$ cat config.mk
export PLATFORM = sky130hd
export DESIGN_NAME = pfde_fifo
export DESIGN_NICKNAME = d
export VERILOG_FILES = /design/src/hw/rtl/pfde_fifo.sv
export SDC_FILE = /design/constraint.sdc
export NUM_CORES = 1
export LEC_CHECK = 0
export BUFFER_PORTS_ARGS = -buffer_cell sky130_fd_sc_hd__buf_2
export CORE_MARGIN = 8
export CORE_UTILIZATION = 40
export CTS_CLUSTER_DIAMETER = 120
export DETAILED_ROUTE_END_ITERATION = 10
export PLACE_DENSITY = 0.68
export SYNTH_ARGS = -nofsm -noshare
export SYNTH_HDL_FRONTEND = slang
export SYNTH_SLANG_ARGS = --single-unit
export TNS_END_PERCENT = 50
$ cat constraint.sdc
create_clock -name clk_i -period 3.1 [get_ports clk_i]
set_input_delay 0.31 -clock clk_i [delete_from_list [all_inputs] [get_ports clk_i]]
set_output_delay 0.31 -clock clk_i [all_outputs]
set_load 0.1 [all_outputs]
$ cat src/hw/rtl/pfde_fifo.sv
// Small register FIFO used for the job queue and the result queue.
// Depends on nothing.
`default_nettype none

module pfde_fifo #(
  parameter int WIDTH = 8,
  parameter int DEPTH = 2
) (
  input  wire logic             clk_i,
  input  wire logic             rst_ni,
  input  wire logic             push_i,
  input  wire logic [WIDTH-1:0] wdata_i,
  output      logic             full_o,
  input  wire logic             pop_i,
  output      logic [WIDTH-1:0] rdata_o,
  output      logic             empty_o
);

  localparam int PW = $clog2(DEPTH);
  localparam int CW = $clog2(DEPTH + 1);

  logic [WIDTH-1:0] mem_q [DEPTH];
  logic [PW-1:0]    wptr_q, wptr_d, rptr_q, rptr_d;
  logic [CW-1:0]    cnt_q, cnt_d;
  logic             do_push, do_pop;

  assign full_o  = (cnt_q == CW'(DEPTH));
  assign empty_o = (cnt_q == '0);
  assign rdata_o = mem_q[rptr_q];
  assign do_push = push_i && !full_o;
  assign do_pop  = pop_i && !empty_o;

  always_comb begin
    wptr_d = wptr_q;
    rptr_d = rptr_q;
    cnt_d  = cnt_q;
    if (do_push) begin
      wptr_d = (wptr_q == PW'(DEPTH - 1)) ? '0 : wptr_q + 1'b1;
    end
    if (do_pop) begin
      rptr_d = (rptr_q == PW'(DEPTH - 1)) ? '0 : rptr_q + 1'b1;
    end
    if (do_push && !do_pop) begin
      cnt_d = cnt_q + 1'b1;
    end else if (do_pop && !do_push) begin
      cnt_d = cnt_q - 1'b1;
    end
  end

  always_ff @(posedge clk_i or negedge rst_ni) begin
    if (!rst_ni) begin
      wptr_q <= '0;
      rptr_q <= '0;
      cnt_q  <= '0;
    end else begin
      wptr_q <= wptr_d;
      rptr_q <= rptr_d;
      cnt_q  <= cnt_d;
    end
  end

  always_ff @(posedge clk_i) begin
    if (do_push) begin
      mem_q[wptr_q] <= wdata_i;
    end
  end

endmodule

`default_nettype wire

==> out/qor.yml, run 1 <==
status: "finished clean"
rr_startpoint: "cnt_q[0]"
drc_errors: 0
drive_gt1_share_pct: 40.58
synth_area_leaders: "edfxtp_1 (61%), dfrtp_1 (13%), mux2_1 (8.6%)"
synth.most_common_cell: "edfxtp_1"
place_hpwl_um: 1003
io_pins: 22
ys_seq_area_share_pct: 74.24
cts_buffers: 3
cts_max_path_buffers: 2
cts_max_level: 1
fill_cells: 184
crit_path_end_kind: "output pin"
slew_headroom_pct: 52.89
holdCritPathClass: "input pin to flop"
ys_types: 15
avgSynthCellArea_um2: 17.77
post-route-period-util_pct: 59.80
setup_viol_count_final: 0
yosys.area.top_type: "edfxtp_1"
tritoncts: "built"
clock.fmax_mhz: 539.5
drt-vias-per-instance: 4.396
grt_max_degree: 12
post-place-cells: 91
postLayoutCellArea_um2: 952.2
syn2layout_area_growth_pct: 21.76
critPathBufInv: 1
final_cells: 96
synth_seq_cells: 20
path_max_fanout: 9
diodes: 0
grt-ovfl-total: 0
row_count: 16
synth_warnings: 0
crit_path_top_delay_cell: "dfrtp_1"
yosysTopAreaCellShare_pct: 61.44
cts.sinks: 20
synthFlopType: "edfxtp_1"
async_flop_share_pct: 20.00
crit_chain: "mux2_2 > buf_2"
routedWlPerCell_um: 13.68
worstPathArrival_ps: 1540
core-area_mm2: 0.001902
antenna_found_initial: 0
syn_inst: 44
final.setup.tns_ps: 0
root_buffer: "clkbuf_4"
rsz0062_at_grt: "false"
ant_nets: 0
layout.nets: 83
syn_nets: 57
crit_type: "flop to output pin"
io_buffers: 21
place_congestion: 0.6315
slowest_delay_ps: 590
synth-edff-count: 16
clk_latency_ps: 290
place_area_um2: 915.9
fp.dieW_um: 60.22
num_vias: 422
dr.pass1.iters: 4
routed_wl_um: 1313
hold_viol_final: 0
postCtsSetupBuffers: 0
tightest_slew_ps: 704.1
dieArea_mm2: 0.003626
timing.max_cap.violations: 0
start_util_pct: 41.12
worstHoldStart: "wdata_i[7]"
hold_slack_ps: 195.1
finClkSkew_ps: 9.300
min_period_ps: 1854
crit_start: "rptr_q"
drv_slew: 0
grt_pass1_wl_um: 2187
worst_path_dominant_cell_family: "flip-flops"
clk_pin_slew_ps: 110
cp.required_ps: 2790
die_y_um: 60.22
grt_pass1_vias: 477
grt_usage_pct: 8.496
synth_area_um2: 782.0
drtIter0Drc: 7
cp-start-kind: "flop"
netlist_top_cells_count: "edfxtp_1 (16), mux2_1 (6), dfrtp_1 (4)"
-- cells in the final DEF (no fill, tap or decap) --
cell type      count
xnor2_2            1
and3_1             1
xor2_1             2
mux2_1             6
edfxtp_1          16
dfrtp_1            4
o21ai_1            1
clkbuf_1           1
clkbuf_4           3
nor2_1             3
buf_2             21
ha_1               1
nand2_2            1
xnor2_1            2
inv_1              2
nand2b_1           1
dlygate4sd3_1      1
mux2_2             2
-- per-stage QoR --
step / util [%] / setup slack (ps)
floorplan: - / 1117
detailed placement: 48.16 / 1437
CTS: 50.07 / 1222
finish: 50.07 / 1246
global placement: 48.16 / 1471
global route: 50.07 / 1139
-- logic make-up (layout without fill, tap and decap cells) --
family	after synthesis	in the layout	share of synthesized area (%)
mux	8	8	11.52
simple gates	6	6	3.841
fa+ha+maj	1	1	1.600
xor+xnor	5	5	6.561
buf+inv	3	28	1.600
flops	20	20	74.24
compound gates	1	1	0.6394
-- worst reg2reg max path, cell delays in order, from the launching register on --
cell	delay, ps
dfrtp_1	440
nand2b_1	190
nand2_2	100
nor2_1	550
-- registers in the layout, indices dropped and copies added (netlist names) --
register  count
mem_q        16
wptr_q        1
rptr_q        1
cnt_q         2
-- final timing paths --
| check | depth (start not counted) | slack, ps | end |
|---|---|---|---|
| min in group asynchronous | 2 | 350 | wptr_q |
| max in group asynchronous | 2 | 2630 | rptr_q |
| worst max register to register | 3 | 1460 | mem_q[0][0] |
| worst min-delay path | 1 | 200 | mem_q[1][7] |
| worst max-delay path | 2 | 1250 | rdata_o[7] |
| worst min register to register | 1 | 520 | wptr_q |
-- metal layers --
layer	routed length, µm	share of wire [%]	GRT usage [%]
met1	565	43	9.772
met5	0	0	0
met3	111	8.5	3.226
met2	612	47	13.41
met4	23	1.8	4.082
-- timing repair --
item	4_1_cts	5_1_grt
endpoints found under the hold margin	4	0
hold buffers	1	0
resized for setup	0	0
-- area by class of cell --
cell class | instances | area (µm²) | share of cell area, %
tap | 27 | 33.78 | 3.548
sequential | 20 | 580.6 | 60.97
timing repair buffer | 22 | 115.1 | 12.09
inverter | 2 | 7.507 | 0.7884
multi-input combinational | 21 | 188.9 | 19.84
clock buffer | 4 | 26.28 | 2.760
Power of run 1 is not shown: default switching activity piles up to over one toggle a cycle in this logic, so the estimate is an artifact.
==> run 2: changes to the inputs <==
--- a/config.mk
+++ b/config.mk
@@ -10,7 +10,7 @@
 export CORE_UTILIZATION = 40
 export CTS_CLUSTER_DIAMETER = 120
 export DETAILED_ROUTE_END_ITERATION = 10
-export PLACE_DENSITY = 0.68
+export PLACE_DENSITY = 0.7
 export SYNTH_ARGS = -nofsm -noshare
 export SYNTH_HDL_FRONTEND = slang
 export SYNTH_SLANG_ARGS = --single-unit
==> constraint.sdc (replaced) <==
create_clock -name clk_i -period 1.65 [get_ports clk_i]
set_input_delay 0.165 -clock clk_i [delete_from_list [all_inputs] [get_ports clk_i]]
set_output_delay 0.165 -clock clk_i [all_outputs]
set_load 0.1 [all_outputs]
==> run 2 against run 1 <==
  * Die area did not move
  * Final area rose by 4.1%
  * Global-route usage fell by 0.22 points
  * Non-clock buffer count rose by 2
  * Critical path depth did not move
  * Routed wire length rose by 3.6%
==> out/qor.yml, run 2 (same netlist as run 1, synthesis figures left out) <==
status: "finished clean"  # unchanged
cts.sinks: 20  # unchanged
dr.pass1.iters: 4  # unchanged
dieArea_mm2: 0.003626  # unchanged
place_congestion: 0.6363  # was 0.6315
setup_slack_ps: 63.60  # was 1246 ps
antenna_found_initial: 0  # unchanged
slowest_delay_ps: 500  # was 590 ps
drtIter0Drc: 4  # was 7
drt-vias-per-instance: 4.459  # was 4.396
drc_errors: 0  # unchanged
cts_buffers: 3  # unchanged
root_buffer: "clkbuf_4"  # unchanged
finClkSkew_ps: 9.365  # was 9.300 ps
clock.fmax_mhz: 630.4
ant_nets: 0  # unchanged
core-area_mm2: 0.001902  # unchanged
start_util_pct: 41.12  # unchanged
drv_slew: 0  # unchanged
crit_chain: "mux2_1 > buf_2"  # was mux2_2 > buf_2
crit_type: "flop to output pin"  # unchanged
grt_usage_pct: 8.278  # was 8.496%
row_count: 16  # unchanged
hold_viol_final: 0  # unchanged
fp.dieW_um: 60.22  # unchanged
crit_path_top_delay_cell: "dfrtp_2"  # was dfrtp_1
grt_pass1_vias: 491  # was 477
die_y_um: 60.22  # unchanged
cp.required_ps: 1480  # was 2790 ps
worstPathArrival_ps: 1420  # was 1540 ps
top_register: "mem_q"  # unchanged
cp-start-kind: "flop"  # unchanged
diodes: 0  # unchanged
largest_reg_flops: 16  # unchanged
routed_wl_um: 1360  # was 1313 µm
clk_latency_ps: 290  # about the same
worst_path_dominant_cell_family: "flip-flops"  # unchanged
min_period_ps: 1586
final_common_cell: "edfxtp_1"  # was buf_2
syn2layout_area_growth_pct: 26.72  # was 21.76%
num_vias: 437  # was 422
tritoncts: "built"  # unchanged
slew_headroom_pct: 67.51  # was 52.89%
holdCritPathClass: "input pin to flop"  # unchanged
path_max_fanout: 9  # unchanged
post-route-period-util_pct: 96.15
crit_path_end_kind: "output pin"  # unchanged
grt-ovfl-total: 0  # unchanged
cts_max_level: 1  # unchanged
place_hpwl_um: 991.8  # was 1003 µm
most-common-layout-cells: "edfxtp_1 (16), buf_2 (13), clkbuf_4 (9), mux2_1 (6), buf_4 (4)"  # was buf_2 (21), edfxtp_1 (16), mux2_1 (6), dfrtp_1 (4)
drive_gt1_share_pct: 45.07  # was 40.58%
cts_max_path_buffers: 2  # unchanged
largestRegisters: "mem_q: 16 flops, cnt_q: 2 flops"  # unchanged
layout.nets: 85  # was 83
routedWlPerCell_um: 13.88  # was 13.68 µm
timing.max_cap.violations: 0  # unchanged
io_buffers: 21  # unchanged
place_ws_ps: 148.9  # was 1437 ps
tightest_slew_ps: 490.7  # was 704.1 ps
io_pins: 22  # unchanged
hold_slack_ps: 51.49  # was 195.1 ps
grt_pass1_wl_um: 2125  # was 2187 µm
setup_viol_count_final: 0  # unchanged
grt_max_degree: 12  # unchanged
critPathBufInv: 1  # unchanged
clk_pin_slew_ps: 110  # about the same
-- run 2: changes by cell type in the layout (fill, tap and decap cells not counted) --
cell,previous run,this run
clkbuf_4,3,9
nor2_2,0,1
nor2_1,3,2
dfrtp_1,4,3
buf_2,21,13
dfrtp_2,0,1
buf_4,0,4
-- run 2: worst reg2reg max path: stages, from the launching register on --
cell and delay (ps):
dfrtp_1 450, nand2b_1 210, nand2_2 130, inv_1 50
ha_1 300, nor2_1 140, xor2_1 150
-- run 2: final timing paths --
path / to / cells after the start / slack (ps) / from
worst max-delay path: rdata_o[5] / 2 / 60 / rptr_q
worst max register to register: cnt_q[1] / 6 / 150 / cnt_q[0]
worst min-delay path: mem_q[1][7] / 1 / 50 / wdata_i[7]
worst min register to register: wptr_q / 1 / 530 / wptr_q
min in group asynchronous: wptr_q / 2 / 200 / rst_ni
max in group asynchronous: rptr_q / 2 / 1300 / rst_ni
-- run 2: layer usage --
layer  GRT usage, %  vias up  share of wire [%]
met5              0        -                  0
met4          4.082        0                1.2
met3          4.731        2                 11
met2          13.87       19                 47
met1          7.878      205                 40
li1               -      211                  -
-- run 2: final cells by class --
class	count	area (µm²)
Timing Repair Buffer	24	150.1
Inverter	2	7.507
Clock buffer	4	26.28
Sequential cell	20	581.8
Multi-Input combinational cell	21	191.4
Fill cell	164	910.9
Tap cell	27	33.78
-- run 2: timing repair --
item                                    CTS  global route
pin swaps                                 0             0
setup buffers                             0             1
resized for setup                         1            10
gates cloned                              0             0
endpoints found under the setup margin    8             9
hold endpoints to repair                  4             0
hold buffers                              1             0
-- run 2: per-stage QoR --
stage	instances	cell area [µm²]	util, %	setup TNS [ps]
after floorplan	44	784.5	-	0
after global placement	92	925.9	48.68	0
after detailed placement	92	925.9	48.68	0
after CTS	97	963.4	50.66	0
after global routing	98	991.0	52.11	-10.86
final	98	991.0	52.11	0
Power of run 2 is left out for the same reason.
==> run 3: changes to the inputs <==
--- a/config.mk
+++ b/config.mk
@@ -5,12 +5,13 @@
 export SDC_FILE = /design/constraint.sdc
 export NUM_CORES = 1
 export LEC_CHECK = 0
-export BUFFER_PORTS_ARGS = -buffer_cell sky130_fd_sc_hd__buf_2
 export CORE_MARGIN = 8
 export CORE_UTILIZATION = 40
 export CTS_CLUSTER_DIAMETER = 120
 export DETAILED_ROUTE_END_ITERATION = 10
-export PLACE_DENSITY = 0.7
+export DONT_BUFFER_PORTS = 1
+export MAX_ROUTING_LAYER = met4
+export PLACE_DENSITY = 0.6
 export SYNTH_ARGS = -nofsm -noshare
 export SYNTH_HDL_FRONTEND = slang
 export SYNTH_SLANG_ARGS = --single-unit
==> run 3 against run 2 <==
  * Core utilization grew 0.46 points
  * Routed wire length grew 5.1%
  * Hold slack is essentially flat
  * Non-clock buffer count shrank 6
  * Final area grew 0.88%
  * Critical path depth shrank 1
  * Final cell count shrank 6.1%
  * Largest cell class unchanged
  * Sequential share of layout area shrank 0.39 points
  * Fmax grew 0.42%
  * Setup slack gained 6.6 ps
==> out/qor.yml, run 3 (same netlist as run 1, synthesis figures left out) <==
cts.sinks: 20  # unchanged
worstPathArrival_ps: 1410  # was 1420 ps
post-route-period-util_pct: 95.75  # was 96.15%
drt-vias-per-instance: 4.543  # was 4.459
layout.nets: 79  # was 85
status: "finished clean"  # unchanged
largestRegisters: "mem_q: 16 flops, cnt_q: 2 flops"  # unchanged
holdCritPathClass: "input pin to flop"  # unchanged
row_count: 16  # unchanged
grt_max_degree: 12  # unchanged
tightest_slew_ps: 518.6  # was 490.7 ps
num_vias: 418  # was 437
grt_usage_pct: 8.810  # was 8.278%
final.setup.tns_ps: 0  # unchanged
rsz0062_at_grt: "false"
most-common-layout-cells: "edfxtp_1 (16), dlygate4sd3_1 (9), buf_4 (9), mux2_1 (6), clkbuf_4 (3)"  # was edfxtp_1 (16), buf_2 (13), clkbuf_4 (9), mux2_1 (6), buf_4 (4)
io_buffers: 0  # was 21
hold_viol_final: 0  # unchanged
grt_pass1_vias: 494  # was 491
place_congestion: 0.7314  # was 0.6363
postCtsSetupBuffers: 0  # unchanged
crit_chain: "mux2_2"  # was mux2_1 > buf_2
final_cells: 92  # was 98
finClkSkew_ps: 2.679  # was 9.365 ps
slew_headroom_pct: 65.58  # was 67.51%
antenna_found_initial: 0  # unchanged
ant_nets: 0  # unchanged
diodes: 0  # unchanged
dieArea_mm2: 0.003626  # unchanged
cp.required_ps: 1480  # about the same
start_util_pct: 41.12  # unchanged
cts_buffers: 3  # unchanged
path_max_fanout: 9  # unchanged
core-area_mm2: 0.001902  # unchanged
grt-ovfl-total: 0  # unchanged
tritoncts: "built"  # unchanged
die_y_um: 60.22  # unchanged
cp-start-kind: "flop"  # unchanged
syn2layout_area_growth_pct: 27.84  # was 26.72%
drive_gt1_share_pct: 29.23  # was 45.07%
dr.pass1.iters: 3  # was 4
post-place-cells: 79  # was 92
timing.max_cap.violations: 0  # unchanged
io_pins: 22  # unchanged
fp.dieW_um: 60.22  # unchanged
setup_viol_count_final: 0  # unchanged
worst_path_dominant_cell_family: "multiplexers"  # was flip-flops
cts_max_level: 1  # unchanged
critPathBufInv: 0  # was 1
min_period_ps: 1580  # was 1586 ps
clk_latency_ps: 280  # was 290 ps
crit_path_end_kind: "output pin"  # unchanged
slowest_delay_ps: 610  # was 500 ps
drv_slew: 0  # unchanged
root_buffer: "clkbuf_4"  # unchanged
routedWlPerCell_um: 15.53  # was 13.88 µm
routed_wl_um: 1429  # was 1360 µm
top_register: "mem_q"  # unchanged
clock.fmax_mhz: 633.0  # was 630.4 MHz
cts_max_path_buffers: 2  # unchanged
crit_path_top_delay_cell: "mux2_2"  # was dfrtp_2
grt_pass1_wl_um: 2228  # was 2125 µm
clk_pin_slew_ps: 100  # was 110 ps
final_common_cell: "edfxtp_1"  # unchanged
crit_type: "flop to output pin"  # unchanged
largest_reg_flops: 16  # unchanged
drtIter0Drc: 5  # was 4
drc_errors: 0  # unchanged
==> run 3: changes by cell type in the layout (fill, tap and decap cells not counted), moves of 5 or more <==
cell	previous run	this run
buf_4	4	9
buf_2	13	0
dlygate4sd3_1	1	9
clkbuf_4	9	3
==> run 3: path summary, 6_finish.rpt <==
| path | startpoint | to | slack (ps) | depth (start not counted) |
|---|---|---|---|---|
| setup / recovery | rptr_q | rdata_o[2] | 70 | 1 |
| hold / removal | push_i | wptr_q | 50 | 2 |
| setup reg to reg | cnt_q[0] | cnt_q[1] | 130 | 7 |
| hold reg to reg | wptr_q | wptr_q | 540 | 1 |
| max in group asynchronous | rst_ni | cnt_q[0] | 1330 | 1 |
| min in group asynchronous | rst_ni | wptr_q | 140 | 1 |
==> run 3: cell type report <==
cell class | instances | area [µm²]
multi-input cells | 21 | 191.4
well taps | 27 | 33.78
fillers | 167 | 902.1
clock inverters | 1 | 3.754
flip-flops and latches | 20 | 583.1
repair buffers | 18 | 157.7
inverters | 2 | 7.507
clock buffers | 3 | 22.52
==> run 3: through the flow <==
stage	instance area [µm²]	util, %	hold WS, ps	worst slack [ps]
2_1_floorplan	784.5	-	-130.6	194.5
3_3_place_gp	880.8	46.32	-130.5	237.7
3_5_place_dp	880.8	46.32	-130.5	117.9
4_1_cts	998.5	52.50	47.83	54.60
5_1_grt	999.7	52.57	47.43	16.60
6_report	999.7	52.57	51.31	70.16
==> run 3: what timing repair did <==
action,CTS,global route
hold endpoints to repair,20,0
hold buffers,9,0
setup endpoints to repair,8,1
cloned,0,0
gates resized for setup,1,1
==> run 3: metal layers <==
metal	vias up	track usage, %	part of all wire (%)
met1	208	7.370	33
met4	0	3.061	0.84
li1	200	-	-
met2	8	17.07	60
met3	2	3.226	5.9
met5	-	-	0
Power of run 3 is left out for the same reason.
