--- src/hw/rtl/pfde_pkg.sv ---
// Package of the page framebuffer draw engine: command codes, job and result
// types shared by the front end, the back end and the top level.
// Depends on nothing.
`default_nettype none

package pfde_pkg;

  typedef enum logic [3:0] {
    CMD_PIXEL   = 4'd0,
    CMD_HLINE   = 4'd1,
    CMD_DHLINE  = 4'd2,
    CMD_VLINE   = 4'd3,
    CMD_DVLINE  = 4'd4,
    CMD_OUTLINE = 4'd5,
    CMD_FILL    = 4'd6,
    CMD_INVERT  = 4'd7,
    CMD_INVSEG  = 4'd8,
    CMD_CLRSEG  = 4'd9,
    CMD_WRBYTE  = 4'd10,
    CMD_RDBYTE  = 4'd11,
    CMD_CLEAR   = 4'd12
  } cmd_e;

  // Operation that the back end applies to every byte of a job.
  typedef enum logic [2:0] {
    OP_CLR   = 3'd0,
    OP_SET   = 3'd1,
    OP_INV   = 3'd2,
    OP_WRITE = 3'd3,
    OP_READ  = 3'd4,
    OP_WIPE  = 3'd5,
    OP_NOP   = 3'd6
  } op_e;

  // States of the back end's byte walk.
  typedef enum logic [2:0] {
    B_WIPE, B_IDLE, B_ACCESS, B_MODIFY, B_DONE
  } back_state_e;

  // One rectangular job: columns x0..x1, rows y0..y1, both inclusive.
  typedef struct packed {
    op_e        op;
    logic [7:0] x0;
    logic [7:0] x1;
    logic [6:0] y0;
    logic [6:0] y1;
    logic       dx2;
    logic       dy2;
    logic       empty;
    logic [7:0] value;
    logic       last;
  } job_t;

  typedef struct packed {
    logic [7:0] read_data;
    logic       was_read;
  } res_t;

  typedef struct packed {
    logic init_busy;
  } back_stat_t;

  localparam int unsigned OutlineJobs = 8;

endpackage

`default_nettype wire

--- src/hw/rtl/pfde_front.sv ---
// Front end: takes command items, decodes each into one or more rectangle jobs
// and pushes them into the job queue. Depends on pfde_pkg.
`default_nettype none

module pfde_front (
  input  wire logic                 clk_i,
  input  wire logic                 rst_ni,
  input  wire logic                 push_i,
  output      logic                 full_o,
  input  wire logic [3:0]           command_i,
  input  wire logic [6:0]           x_start_i,
  input  wire logic [5:0]           y_start_i,
  input  wire logic [6:0]           x_end_i,
  input  wire logic [5:0]           y_end_i,
  input  wire logic                 color_i,
  input  wire logic [2:0]           page_i,
  input  wire logic [7:0]           byte_value_i,
  input  wire pfde_pkg::back_stat_t stat_i,
  output      logic                 job_push_o,
  output      pfde_pkg::job_t       job_o,
  input  wire logic                 job_full_i
);
  import pfde_pkg::*;

  logic       busy_q, busy_d;
  logic [2:0] sub_q, sub_d;
  logic [3:0] cmd_q;
  logic [6:0] xs_q, xe_q;
  logic [5:0] ys_q, ye_q;
  logic       col_q;
  logic [2:0] pg_q;
  logic [7:0] val_q;
  logic       accept;

  assign full_o = busy_q || stat_i.init_busy;
  assign accept = push_i && !full_o;

  always_ff @(posedge clk_i) begin
    if (accept) begin
      cmd_q <= command_i;
      xs_q  <= x_start_i;
      ys_q  <= y_start_i;
      xe_q  <= x_end_i;
      ye_q  <= y_end_i;
      col_q <= color_i;
      pg_q  <= page_i;
      val_q <= byte_value_i;
    end
  end

  // Job decode for the stored command and its sub-step.
  always_comb begin
    logic [7:0] xs8, xe8;
    logic [6:0] ys7, ye7;
    logic       edge_job;
    op_e        draw_op;
    xs8      = {1'b0, xs_q};
    xe8      = {1'b0, xe_q};
    ys7      = {1'b0, ys_q};
    ye7      = {1'b0, ye_q};
    draw_op  = col_q ? OP_SET : OP_CLR;
    edge_job = 1'b0;
    job_o.op    = OP_NOP;
    job_o.x0    = xs8;
    job_o.x1    = xe8;
    job_o.y0    = ys7;
    job_o.y1    = ye7;
    job_o.dx2   = 1'b0;
    job_o.dy2   = 1'b0;
    job_o.empty = 1'b0;
    job_o.value = val_q;
    job_o.last  = 1'b1;
    unique case (cmd_e'(cmd_q))
      CMD_PIXEL: begin
        job_o.op = draw_op;
        job_o.x1 = xs8;
        job_o.y1 = ys7;
      end
      CMD_HLINE, CMD_DHLINE: begin
        job_o.op  = draw_op;
        job_o.y1  = ys7;
        job_o.dx2 = (cmd_e'(cmd_q) == CMD_DHLINE);
      end
      CMD_VLINE, CMD_DVLINE: begin
        job_o.op  = draw_op;
        job_o.x1  = xs8;
        job_o.dy2 = (cmd_e'(cmd_q) == CMD_DVLINE);
      end
      CMD_OUTLINE: begin
        job_o.op   = draw_op;
        job_o.last = (sub_q == 3'(OutlineJobs - 1));
        unique case (sub_q)
          3'd0: begin job_o.x1 = xs8; job_o.y1 = ys7; end
          3'd1: begin job_o.x1 = xs8; job_o.y0 = ye7; end
          3'd2: begin job_o.x0 = xe8; job_o.y1 = ys7; end
          3'd3: begin job_o.x0 = xe8; job_o.y0 = ye7; end
          3'd4, 3'd5: begin
            // Top and bottom edges run strictly between the corners.
            edge_job    = 1'b1;
            job_o.x0    = xs8 + 8'd1;
            job_o.x1    = xe8 - 8'd1;
            job_o.y0    = (sub_q == 3'd4) ? ys7 : ye7;
            job_o.y1    = (sub_q == 3'd4) ? ys7 : ye7;
            job_o.empty = (xs8 + 8'd1) >= xe8;
          end
          default: begin
            edge_job    = 1'b1;
            job_o.x0    = (sub_q == 3'd6) ? xs8 : xe8;
            job_o.x1    = (sub_q == 3'd6) ? xs8 : xe8;
            job_o.y0    = ys7 + 7'd1;
            job_o.y1    = ye7 - 7'd1;
            job_o.empty = (ys7 + 7'd1) >= ye7;
          end
        endcase
      end
      CMD_FILL: job_o.op = draw_op;
      CMD_INVERT: job_o.op = OP_INV;
      CMD_INVSEG, CMD_CLRSEG: begin
        job_o.op = (cmd_e'(cmd_q) == CMD_INVSEG) ? OP_INV : OP_CLR;
        job_o.y0 = {1'b0, pg_q, 3'b000};
        job_o.y1 = {1'b0, pg_q, 3'b111};
      end
      CMD_WRBYTE, CMD_RDBYTE: begin
        job_o.op = (cmd_e'(cmd_q) == CMD_WRBYTE) ? OP_WRITE : OP_READ;
        job_o.x1 = xs8;
        job_o.y0 = {1'b0, pg_q, 3'b000};
        job_o.y1 = {1'b0, pg_q, 3'b000};
      end
      CMD_CLEAR: job_o.op = OP_WIPE;
      default: job_o.op = OP_NOP;
    endcase
    if (!edge_job) begin
      job_o.empty = (job_o.x0 > job_o.x1) || (job_o.y0 > job_o.y1);
    end
  end

  assign job_push_o = busy_q && !job_full_i;

  always_comb begin
    busy_d = busy_q;
    sub_d  = sub_q;
    if (accept) begin
      busy_d = 1'b1;
      sub_d  = '0;
    end else if (job_push_o) begin
      if (job_o.last) begin
        busy_d = 1'b0;
      end else begin
        sub_d = sub_q + 3'd1;
      end
    end
  end

  always_ff @(posedge clk_i or negedge rst_ni) begin
    if (!rst_ni) begin
      busy_q <= 1'b0;
      sub_q  <= '0;
    end else begin
      busy_q <= busy_d;
      sub_q  <= sub_d;
    end
  end

endmodule

`default_nettype wire

--- config.mk ---
export PLATFORM = sky130hd
export DESIGN_NAME = pfde_front
export DESIGN_NICKNAME = d
export VERILOG_FILES = /design/src/hw/rtl/pfde_pkg.sv /design/src/hw/rtl/pfde_front.sv
export SDC_FILE = /design/constraint.sdc
export NUM_CORES = 1
export LEC_CHECK = 0
export ABC_AREA = 1
export BUFFER_PORTS_ARGS = -buffer_cell sky130_fd_sc_hd__buf_2
export CAP_MARGIN = 40
export CORE_MARGIN = 2
export CORE_UTILIZATION = 55
export CTS_BUF_LIST = sky130_fd_sc_hd__clkbuf_4
export DETAILED_ROUTE_END_ITERATION = 8
export GPL_TIMING_DRIVEN = 0
export PLACE_DENSITY = 0.83
export SYNTH_ARGS = -nofsm -noshare
export SYNTH_HDL_FRONTEND = slang
export SYNTH_SLANG_ARGS = --single-unit
--- constraint.sdc ---
create_clock -name clk_i -period 3.35 [get_ports clk_i]
set_input_delay 0.335 -clock clk_i [delete_from_list [all_inputs] [get_ports clk_i]]
set_output_delay 0.335 -clock clk_i [all_outputs]
set_load 0.02 [all_outputs]
==> results of run 1 <==
[how the worst min path moves through the flow]
stage / depth (start not counted) / slack (ns) / start / to
floorplan: 0 / 0.04 / rst_ni / busy_q
global placement: 1 / 0.14 / rst_ni / busy_q
detailed placement: 1 / 0.14 / rst_ni / busy_q
CTS: 1 / 0.12 / x_start_i[3] / xs_q[3]
global route: 1 / 0.12 / x_start_i[5] / xs_q[5]
finish: 1 / 0.12 / x_start_i[1] / xs_q[1]
[stage by stage]
step | util, % | setup WS, ns
after floorplan | - | 0.285
after global placement | 66.3 | -0.238
after detailed placement | 66.3 | -0.205
after CTS | 70.9 | 0.0000364
after global routing | 73.8 | -0.300
final | 73.8 | -0.142
[sequential cells by signal (all words and copies together) (netlist names)]
name	count
busy_q	1
cmd_q	4
col_q	1
pg_q	3
sub_q	3
val_q	8
xe_q	7
xs_q	7
ye_q	6
ys_q	6
[layout by cell type, fill, tap and decap left out, drive strengths merged, types with 4 or more instances in the layout]
cell type / n
nand4: 14
a21oi: 36
o21bai: 4
o21ai: 52
ha: 38
nand3: 28
dfrtp: 4
nor3: 9
xor2: 5
nand2: 128
o211ai: 7
inv: 73
buf: 132
nor2: 72
edfxtp: 42
clkbuf: 8
[power by group through the flow]
stage                     combinational [uW]  sequential, uW  clock [uW]
final                                   1750             802         357
after global routing                    1910             811         377
after CTS                               1540             789         365
after detailed placement                1390             809           0
after global placement                  1350             808           0
after floorplan                          992             795           0
[final cells by class]
class	instances	area, um2
Buffer	9	70.1
Clock inverter	2	37.5
Clock buffer	6	45.0
Fill cell	570	1800
Tap cell	96	120
Inverter	75	287
Multi-Input combinational cell	409	2400
Timing Repair Buffer	126	742
Sequential cell	46	1360
[routing by layer]
layer  track usage [%]  vias up
li1                  -     2083
met1              43.4     2001
met2              51.2      286
met3              4.99       51
met4              9.09        0
met5                 0        -
[cell families (layout without fill, tap and decap cells)]
kind of cell | count (synthesis) | in the layout | share of synthesized area, %
AO/OA/AOI/OAI | 110 | 110 | 15.7
XOR/XNOR | 5 | 5 | 1.10
adder cells (fa/ha/maj) | 38 | 38 | 12.0
buffers and inverters | 84 | 218 | 8.49
flip-flops | 46 | 46 | 34.3
AND/OR/NAND/NOR | 256 | 256 | 28.4
[critical path, stage by stage, from the launching register on]
cell and delay [ns]:
dfrtp_2 0.53, ha_4 0.20, ha_1 0.18, inv_1 0.11, nand2_4 0.10, a21oi_1 0.13, nand3_1 0.12, o21ai_0 0.11
o22ai_1 0.14, ha_1 0.34, nand2_1 0.08, o21ai_1 0.17, nand2_1 0.07, o211ai_1 0.08, nand2_1 0.11, nand2_1 0.07
nand2_1 0.06, nand2_2 0.07, buf_6 0.11
[what timing repair did]
item	4_1_cts	5_1_grt
setup endpoints to repair	1	1
hold buffers	1	0
pin swaps	8	17
resized for setup	30	27
buffers inserted	17	15
endpoints found under the hold margin	4	0
==> flow_metrics.env, run 1 <==
export IMPL_status="complete, but fails checks"
export IMPL_violations="setup timing"
export IMPL_ys_warn_count=0
export IMPL_wirelength_mm=12.3
export IMPL_r2r_cells=3
export IMPL_worstMarginPinSlew_ns=0.899
export IMPL_leakagePower_uw=0.00245
export IMPL_total_power_uw=2910
export IMPL_ys_ff_latch=46
export IMPL_synth_top_cell_area_share_pct=31.8
export IMPL_wl_per_cell_um=16.0
export IMPL_cp_end_kind="output port"
export IMPL_via_per_inst=5.75
export IMPL_finalHoldViolCount=0
export IMPL_grtUsageTotal_pct=31.4
export IMPL_hpwl_mm=8.76
export IMPL_cp_start_kind="flip-flop"
export IMPL_rsz0062_at_grt="yes"
export IMPL_pin_count=94
export IMPL_syn_nets=624
export IMPL_holdWs_ns=0.120
export IMPL_syn_inst=539
export IMPL_n_antenna_cell=0
export IMPL_clock_power_share_pct=12.3
export IMPL_crit_type="flip-flop to output port"
export IMPL_r2r_start="busy_q"
export IMPL_yosysMostFrequentCell="nand2_1"
export IMPL_stdcell_area_mm2=0.00507
export IMPL_critPathMaxFanout=6
export IMPL_drcViolationCount=0
export IMPL_placedInstanceArea_mm2=0.00455
export IMPL_core_mm2=0.00687
export IMPL_synth_top_cell_by_area="edfxtp_1"
export IMPL_clock_latency_ns=0.37
export IMPL_intPower_uw=1530
export IMPL_grt_max_degree=44
export IMPL_cts_buffers=5
export IMPL_worst_ep_required_time_ns=3.01
export IMPL_cts_tree="built"
export IMPL_htree_num_levels=2
export IMPL_dp_cells=728
export IMPL_row_count=30
export IMPL_ys_seq_area_share_pct=34.3
export IMPL_fin_nets=757
export IMPL_io_buffers=93
export IMPL_drv_cap=0
export IMPL_grt_pass1_vias=4063
export IMPL_power_density_mw_per_mm2=575
export IMPL_antenna_found_initial=0
export IMPL_grt_overflow=0
export IMPL_detail_route_first_pass_iterations=6
export IMPL_synth_edf_count=42
export IMPL_synth_ff_type="edfxtp_1"
export IMPL_stdcell_count=769
export IMPL_clk_pin_slew_ns=0.15
export IMPL_synthTopCellsByCount="123 x nand2_1, 70 x nor2_1, 58 x inv_1"
export IMPL_setup_ws_ns=-0.142
export IMPL_die_y_um=88.9
export IMPL_async_reset_ff_share_pct=8.70
export IMPL_met1_length_mm=5.06
export IMPL_finClkSkew_ns=0.0189
export IMPL_synth_cell_types=40
export IMPL_synth_avg_cell_area_um2=7.36
export IMPL_fmax_ghz=0.286
export IMPL_rrSetupSlack_ns=1.56
export IMPL_cp_startpoint="sub_q[1]"
export IMPL_reg2reg_to="xe_q[3]"
export IMPL_power_frac_comb_pct=60.2
export IMPL_globalplace_congestion=0.978
export IMPL_start_util_pct=57.7
export IMPL_period_needed_ns=3.49
export IMPL_cts_root_buf="clkbuf_4"
export IMPL_setup_tns_ns=-0.142
export IMPL_drtIter0Drc=516
export IMPL_relSlewSlack_pct=40.0
export IMPL_ir_drop_v=0.000425
export IMPL_endpoint="job_o[9]"
export IMPL_hp_class="input pin to flip-flop"
export IMPL_met2_length_mm=5.65
export IMPL_grt_pass1_wl_mm=19.2
export IMPL_cts_buffer_depth=2
export IMPL_layout_drive_gt1_share_pct=30.6
export IMPL_power_switching_uw=1380
export IMPL_die_x_um=88.9
export IMPL_p_sw_share_pct=47.4
export IMPL_clock_sinks=46
export IMPL_synth_area_leaders="edfxtp_1 32%, ha_1 12%, nand2_1 12%, nor2_1 6.6%, inv_1 5.5%"
export IMPL_top_layer_used="met4"
export IMPL_slew_violations=0
export IMPL_cp_arrival_ns=3.16
export IMPL_fin_crit_sh_pct=104
export IMPL_syn_to_final_growth_pct=27.7
export IMPL_syn_area_mm2=0.00397
export IMPL_ant_nets=0
export IMPL_p_seq_share_pct=27.5
export IMPL_setup_viol=1
export IMPL_vias=4421
export IMPL_routed_wl_met3_mm=1.23
export IMPL_die_area_mm2=0.00791
No activity file was read; power rests on OpenSTA's default activity.
==> run 2: changes to the inputs <==
- CORE_UTILIZATION: 55 -> 51
- PLACE_DENSITY: 0.83 -> 0.8
- clock period: 3.35 -> 3.2 ns (I/O delays scaled with it)
==> run 2 against run 1 <==
Compared with the run above: the run still ends with setup timing left; final area rose by 3.7%; sequential power rose by 4.7%; sequential share of layout area fell by 0.97 points; routed wire length rose by 0.89%; combinational power rose by 16%; clock-buffer cell count did not move; non-clock buffer count rose by 11; critical endpoint unchanged; largest cell class unchanged.
==> flow_metrics.env, run 2 (synthesis results as in run 1) <==
export IMPL_status="complete, but fails checks"
export IMPL_relSlewSlack_pct=75.5
export IMPL_die_x_um=92.2
export IMPL_vias=4519
export IMPL_die_y_um=92.2
export IMPL_setup_ws_ns=-0.293
export IMPL_setup_viol=2
export IMPL_dp_cells=734
export IMPL_worst_ep_required_time_ns=2.88
export IMPL_via_per_inst=5.75
export IMPL_finalHoldViolCount=0
export IMPL_rrSetupSlack_ns=1.42
export IMPL_ir_drop_v=0.000369
export IMPL_syn_to_final_growth_pct=32.5
export IMPL_r2r_cells=9
export IMPL_clock_latency_ns=0.38
export IMPL_htree_num_levels=2
export IMPL_rsz0062_at_grt="yes"
export IMPL_drtIter0Drc=607
export IMPL_row_count=32
export IMPL_critPathMaxFanout=6
export IMPL_top_regs="val_q: 8 flops, xe_q: 7 flops, xs_q: 7 flops"
export IMPL_antenna_found_initial=0
export IMPL_total_power_uw=3160
export IMPL_fin_crit_sh_pct=109
export IMPL_grtUsageTotal_pct=28.1
export IMPL_layout_drive_gt1_share_pct=32.7
export IMPL_violations="setup timing"
export IMPL_grt_pass1_wl_mm=19.1
export IMPL_cts_tree="built"
export IMPL_power_density_mw_per_mm2=602
export IMPL_cp_arrival_ns=3.17
export IMPL_final_common_cell="nand2_1"
export IMPL_leakagePower_uw=0.00252
export IMPL_min_from="y_start_i[1]"
export IMPL_cp_end_kind="output port"
export IMPL_start_util_pct=51.9
export IMPL_detail_route_first_pass_iterations=5
export IMPL_drv_cap=0
export IMPL_wirelength_mm=12.4
export IMPL_cts_buffers=5
export IMPL_min_path_cells=1
export IMPL_core_mm2=0.00765
export IMPL_final_cell_mix="117 x nand2_1, 91 x buf_2, 63 x nor2_1"
export IMPL_pin_count=94
export IMPL_grt_pass1_vias=4060
export IMPL_stdcell_count=786
export IMPL_fmax_ghz=0.286
export IMPL_clk_pin_slew_ns=0.15
export IMPL_setup_tns_ns=-0.294
export IMPL_die_area_mm2=0.00850
export IMPL_cts_root_buf="clkbuf_4"
export IMPL_reg2reg_to="sub_q[0]"
export IMPL_worstMarginPinSlew_ns=0.366
export IMPL_cts_buffer_depth=2
export IMPL_io_buffers=93
export IMPL_hp_class="input pin to flip-flop"
export IMPL_period_needed_ns=3.49
export IMPL_fin_nets=768
export IMPL_finClkSkew_ns=0.00955
export IMPL_drcViolationCount=0
export IMPL_hold_end="ys_q[1]"
export IMPL_cp_start_kind="flip-flop"
export IMPL_largest_reg_flops=8
export IMPL_globalplace_congestion=0.986
export IMPL_cp_startpoint="sub_q[1]"
export IMPL_slew_violations=0
export IMPL_ant_nets=0
export IMPL_r2r_start="sub_q[1]"
export IMPL_grt_max_degree=44
export IMPL_hpwl_mm=8.35
export IMPL_crit_type="flip-flop to output port"
export IMPL_largest_register="val_q"
export IMPL_clock_sinks=46
export IMPL_n_antenna_cell=0
export IMPL_wl_per_cell_um=15.7
export IMPL_fin_util_pct=68.7
export IMPL_grt_overflow=0
## run 2: worst max-delay path by stage
| stage | end | slack (ns) | cells after the start |
|---|---|---|---|
| 6_report | job_o[9] | -0.29 | 18 |
| 5_1_grt | job_o[9] | -0.43 | 17 |
| 4_1_cts | job_o[9] | -0.12 | 18 |
| 3_5_place_dp | job_o[9] | -0.36 | 18 |
| 3_3_place_gp | job_o[9] | -0.35 | 18 |
| 2_1_floorplan | job_o[9] | 0.15 | 17 |
## run 2: timing repair
item | CTS | global route
setup endpoints to repair | 1 | 3
hold buffers | 1 | 0
setup buffers | 29 | 19
pin swaps | 10 | 23
endpoints found under the hold margin | 4 | 0
cloned | 0 | 0
gates resized for setup | 45 | 32
## run 2: worst max-delay path, cell delays in order, from the launching register on
cell	delay, ns
dfrtp_2	0.53
clkinv_4	0.12
ha_4	0.21
o21ai_4	0.18
inv_2	0.09
nand2_1	0.06
nand4_1	0.18
o211ai_1	0.20
nand3_2	0.16
ha_4	0.32
nand2_4	0.05
nor2_4	0.10
nand2_1	0.06
o211ai_1	0.08
nand2_1	0.11
nand2_1	0.08
nand2_1	0.07
nand2_2	0.08
buf_6	0.12
## run 2: where the power goes
group | switching [uW] | total [uW] | leakage [uW] | internal (uW)
Clock | 201 | 296 | 0.0000279 | 94.5
Sequential | 90.3 | 840 | 0.000437 | 750
Combinational | 1220 | 2030 | 0.00206 | 804
Total | 1510 | 3160 | 0.00252 | 1650
## run 2: final cells by class
type	count	area [um2]
Buffer	9	77.6
Clock buffer	6	45.0
Clock inverter	2	15.0
Fill cell	628	2390
Inverter	75	290
Multi-Input combinational cell	409	2470
Sequential cell	46	1360
Tap cell	102	128
Timing Repair Buffer	137	862
## run 2: per-stage QoR
step	hold WS, ns	area (um2)	worst slack [ns]
after detailed placement	0.129	4560	-0.357
final	0.100	5260	-0.293
after global routing	0.0882	5260	-0.425
after floorplan	0.0244	3970	0.150
after CTS	0.0985	5010	-0.120
after global placement	0.129	4560	-0.354
## run 2: metal layers
metal | global-route usage (%) | part of all wire, % | up-vias
met2 | 45.5 | 46 | 281
met3 | 4.44 | 8.8 | 67
met5 | 0 | 0 | -
met1 | 37.7 | 41 | 2053
met4 | 11.1 | 4.3 | 0
li1 | - | - | 2118
==> run 3: changes to the inputs <==
- BUFFER_PORTS_ARGS: -buffer_cell sky130_fd_sc_hd__buf_2 -> -buffer_cell sky130_fd_sc_hd__buf_4
- CORE_UTILIZATION: 51 -> 55
- PLACE_DENSITY: 0.8 -> 0.83
- clock period: 3.2 -> 3.4 ns (I/O delays scaled with it)
==> run 3 against run 2 <==
Compared with the run above: the flow still finishes with violations (setup timing); hold slack improved by 0.039 ns; non-clock buffer count decreased by 14; global-route usage increased by 1.6 points; clock skew up 0.0038 ns; sequential power is 5.7% lower; largest cell class unchanged; combinational power down 14%; first-iteration DRC count is 16% lower.
==> flow_metrics.env, run 3 (synthesis results as in run 1) <==
export IMPL_htree_num_levels=2
export IMPL_worst_ep_required_time_ns=3.06
export IMPL_relSlewSlack_pct=41.7
export IMPL_wl_per_cell_um=15.7
export IMPL_top_regs="val_q: 8 flops, xe_q: 7 flops, xs_q: 7 flops"
export IMPL_final_common_cell="buf_4"
export IMPL_stdcell_count=766
export IMPL_status="complete, but fails checks"
export IMPL_cts_buffers=5
export IMPL_critPathMaxFanout=7
export IMPL_met2_length_mm=5.55
export IMPL_n_fill_cell=543
export IMPL_layout_drive_gt1_share_pct=29.7
export IMPL_vias=4281
export IMPL_clock_sinks=46
export IMPL_dp_cells=728
export IMPL_crit_type="flip-flop to output port"
export IMPL_core_mm2=0.00687
export IMPL_die_x_um=88.9
export IMPL_ant_nets=0
export IMPL_final_cell_mix="123 x buf_4, 119 x nand2_1, 66 x nor2_1"
export IMPL_fin_nets=754
export IMPL_worstMarginPinSlew_ns=0.873
export IMPL_power_density_mw_per_mm2=551
export IMPL_largest_register="val_q"
export IMPL_via_per_inst=5.59
export IMPL_row_count=30
export IMPL_period_needed_ns=3.49
export IMPL_fmax_ghz=0.287
export IMPL_reg2reg_to="pg_q[1]"
export IMPL_grt_max_degree=44
export IMPL_largest_reg_flops=8
export IMPL_grt_pass1_wl_mm=18.0
export IMPL_setup_viol=1
export IMPL_rrSetupSlack_ns=1.62
export IMPL_n_antenna_cell=0
export IMPL_hp_class="input pin to flip-flop"
export IMPL_syn_to_final_growth_pct=32.6
export IMPL_clk_pin_slew_ns=0.15
export IMPL_endpoint="job_o[9]"
export IMPL_hpwl_mm=8.72
export IMPL_globalplace_congestion=0.982
export IMPL_drtIter0Drc=510
export IMPL_finClkSkew_ns=0.0133
export IMPL_drv_cap=0
export IMPL_io_buffers=93
export IMPL_setup_ws_ns=-0.0893
export IMPL_grtUsageTotal_pct=29.7
export IMPL_grt_overflow=0
export IMPL_pin_count=94
export IMPL_clock_latency_ns=0.36
export IMPL_die_y_um=88.9
export IMPL_start_util_pct=57.7
export IMPL_antenna_found_initial=0
export IMPL_cts_buffer_depth=2
export IMPL_die_area_mm2=0.00791
export IMPL_slew_violations=0
export IMPL_cts_root_buf="clkbuf_4"
export IMPL_wirelength_mm=12.0
export IMPL_setup_tns_ns=-0.0893
export IMPL_routed_wl_met3_mm=1.23
export IMPL_grt_pass1_vias=3757
export IMPL_ir_drop_v=0.000424
export IMPL_met1_length_mm=5.02
export IMPL_cp_slowest_cell="dfrtp_2"
export IMPL_leakagePower_uw=0.00250
export IMPL_worstPathCellList="clkinv_4, ha_4, o21ai_4, inv_2, nand2_1, nand4_1, o211ai_1, nand3_1, ha_1, a21oi_1, o211ai_1, nand2_1, nand2_1, nand2_1, nand2_2, buf_6"
export IMPL_finalHoldViolCount=0
export IMPL_cp_start_kind="flip-flop"
export IMPL_fin_util_pct=76.6
export IMPL_drcViolationCount=0
export IMPL_max_stage_delay_ns=0.51
export IMPL_critPathMostFrequentCell="nand2_1"
export IMPL_fin_crit_sh_pct=103
export IMPL_cp_end_kind="output port"
export IMPL_rsz0062_at_grt="yes"
export IMPL_r2r_cells=3
export IMPL_cp_startpoint="sub_q[1]"
export IMPL_violations="setup timing"
export IMPL_cp_arrival_ns=3.15
export IMPL_cts_tree="built"
export IMPL_top_layer_used="met4"
export IMPL_r2r_start="busy_q"
export IMPL_detail_route_first_pass_iterations=7
run 3: cell count changes in the layout (fill, tap and decap cells not counted), moves of 3 or more:
cell / before / now
buf_6: 9 / 4
nand2_4: 6 / 3
o21ai_1: 20 / 14
nor2_1: 63 / 66
ha_1: 30 / 33
buf_2: 91 / 1
o21ai_0: 27 / 31
buf_4: 40 / 123
run 3: metal layers:
metal | vias up | track usage, %
met3 | 26 | 4.34
met4 | 0 | 6.89
li1 | 2085 | -
met1 | 1922 | 41.6
met2 | 248 | 48.8
met5 | - | 0
run 3: where the power goes:
part	internal (uW)	switching, uW
registers	708	83.6
logic	685	1070
clock network	163	189
run 3: what timing repair did:
| item | 4_1_cts | 5_1_grt |
|---|---|---|
| setup buffers | 9 | 20 |
| gates resized for setup | 23 | 26 |
| endpoints found under the hold margin | 4 | 0 |
| hold buffers | 1 | 0 |
| pin swaps | 5 | 13 |
| setup endpoints to repair | 1 | 1 |
run 3: worst max-delay path: cells and delay by family, from the launching register on:
family          cells  cell delay [ns]
compound gates      4             0.73
fa+ha+maj           2             0.56
buf+inv             3             0.35
flops               1             0.51
simple gates        7             0.65
run 3: final cells by class:
class                      count  area, um2  area share [%]
buffer                         9       73.8            1.40
clock buffer                   6       45.0           0.856
clock inverter                 2       37.5           0.714
inverter                      75        289            5.49
multi-input combinational    409       2390            45.4
sequential                    46       1360            25.9
tap                           96        120            2.28
timing repair buffer         123        942            17.9
run 3: through the flow:
step / total power (uW) / cell area (um2) / hold slack (ns) / setup WS [ns]
2_1_floorplan: 1760 / 3970 / 0.0444 / 0.330
3_3_place_gp: 2190 / 4780 / 0.138 / -0.174
3_5_place_dp: 2230 / 4780 / 0.138 / -0.225
4_1_cts: 2690 / 5020 / 0.131 / 0.00774
5_1_grt: 3090 / 5260 / 0.128 / -0.292
6_report: 2900 / 5260 / 0.139 / -0.0893
run 3: worst min path at each step:
stage / from / endpoint / slack, ns / depth (start not counted)
after detailed placement: rst_ni / busy_q / 0.14 / 1
after global routing: x_start_i[3] / xs_q[3] / 0.13 / 1
after global placement: rst_ni / busy_q / 0.14 / 1
after CTS: byte_value_i[0] / val_q[0] / 0.13 / 1
after floorplan: rst_ni / busy_q / 0.04 / 0
final: y_start_i[0] / ys_q[0] / 0.14 / 1
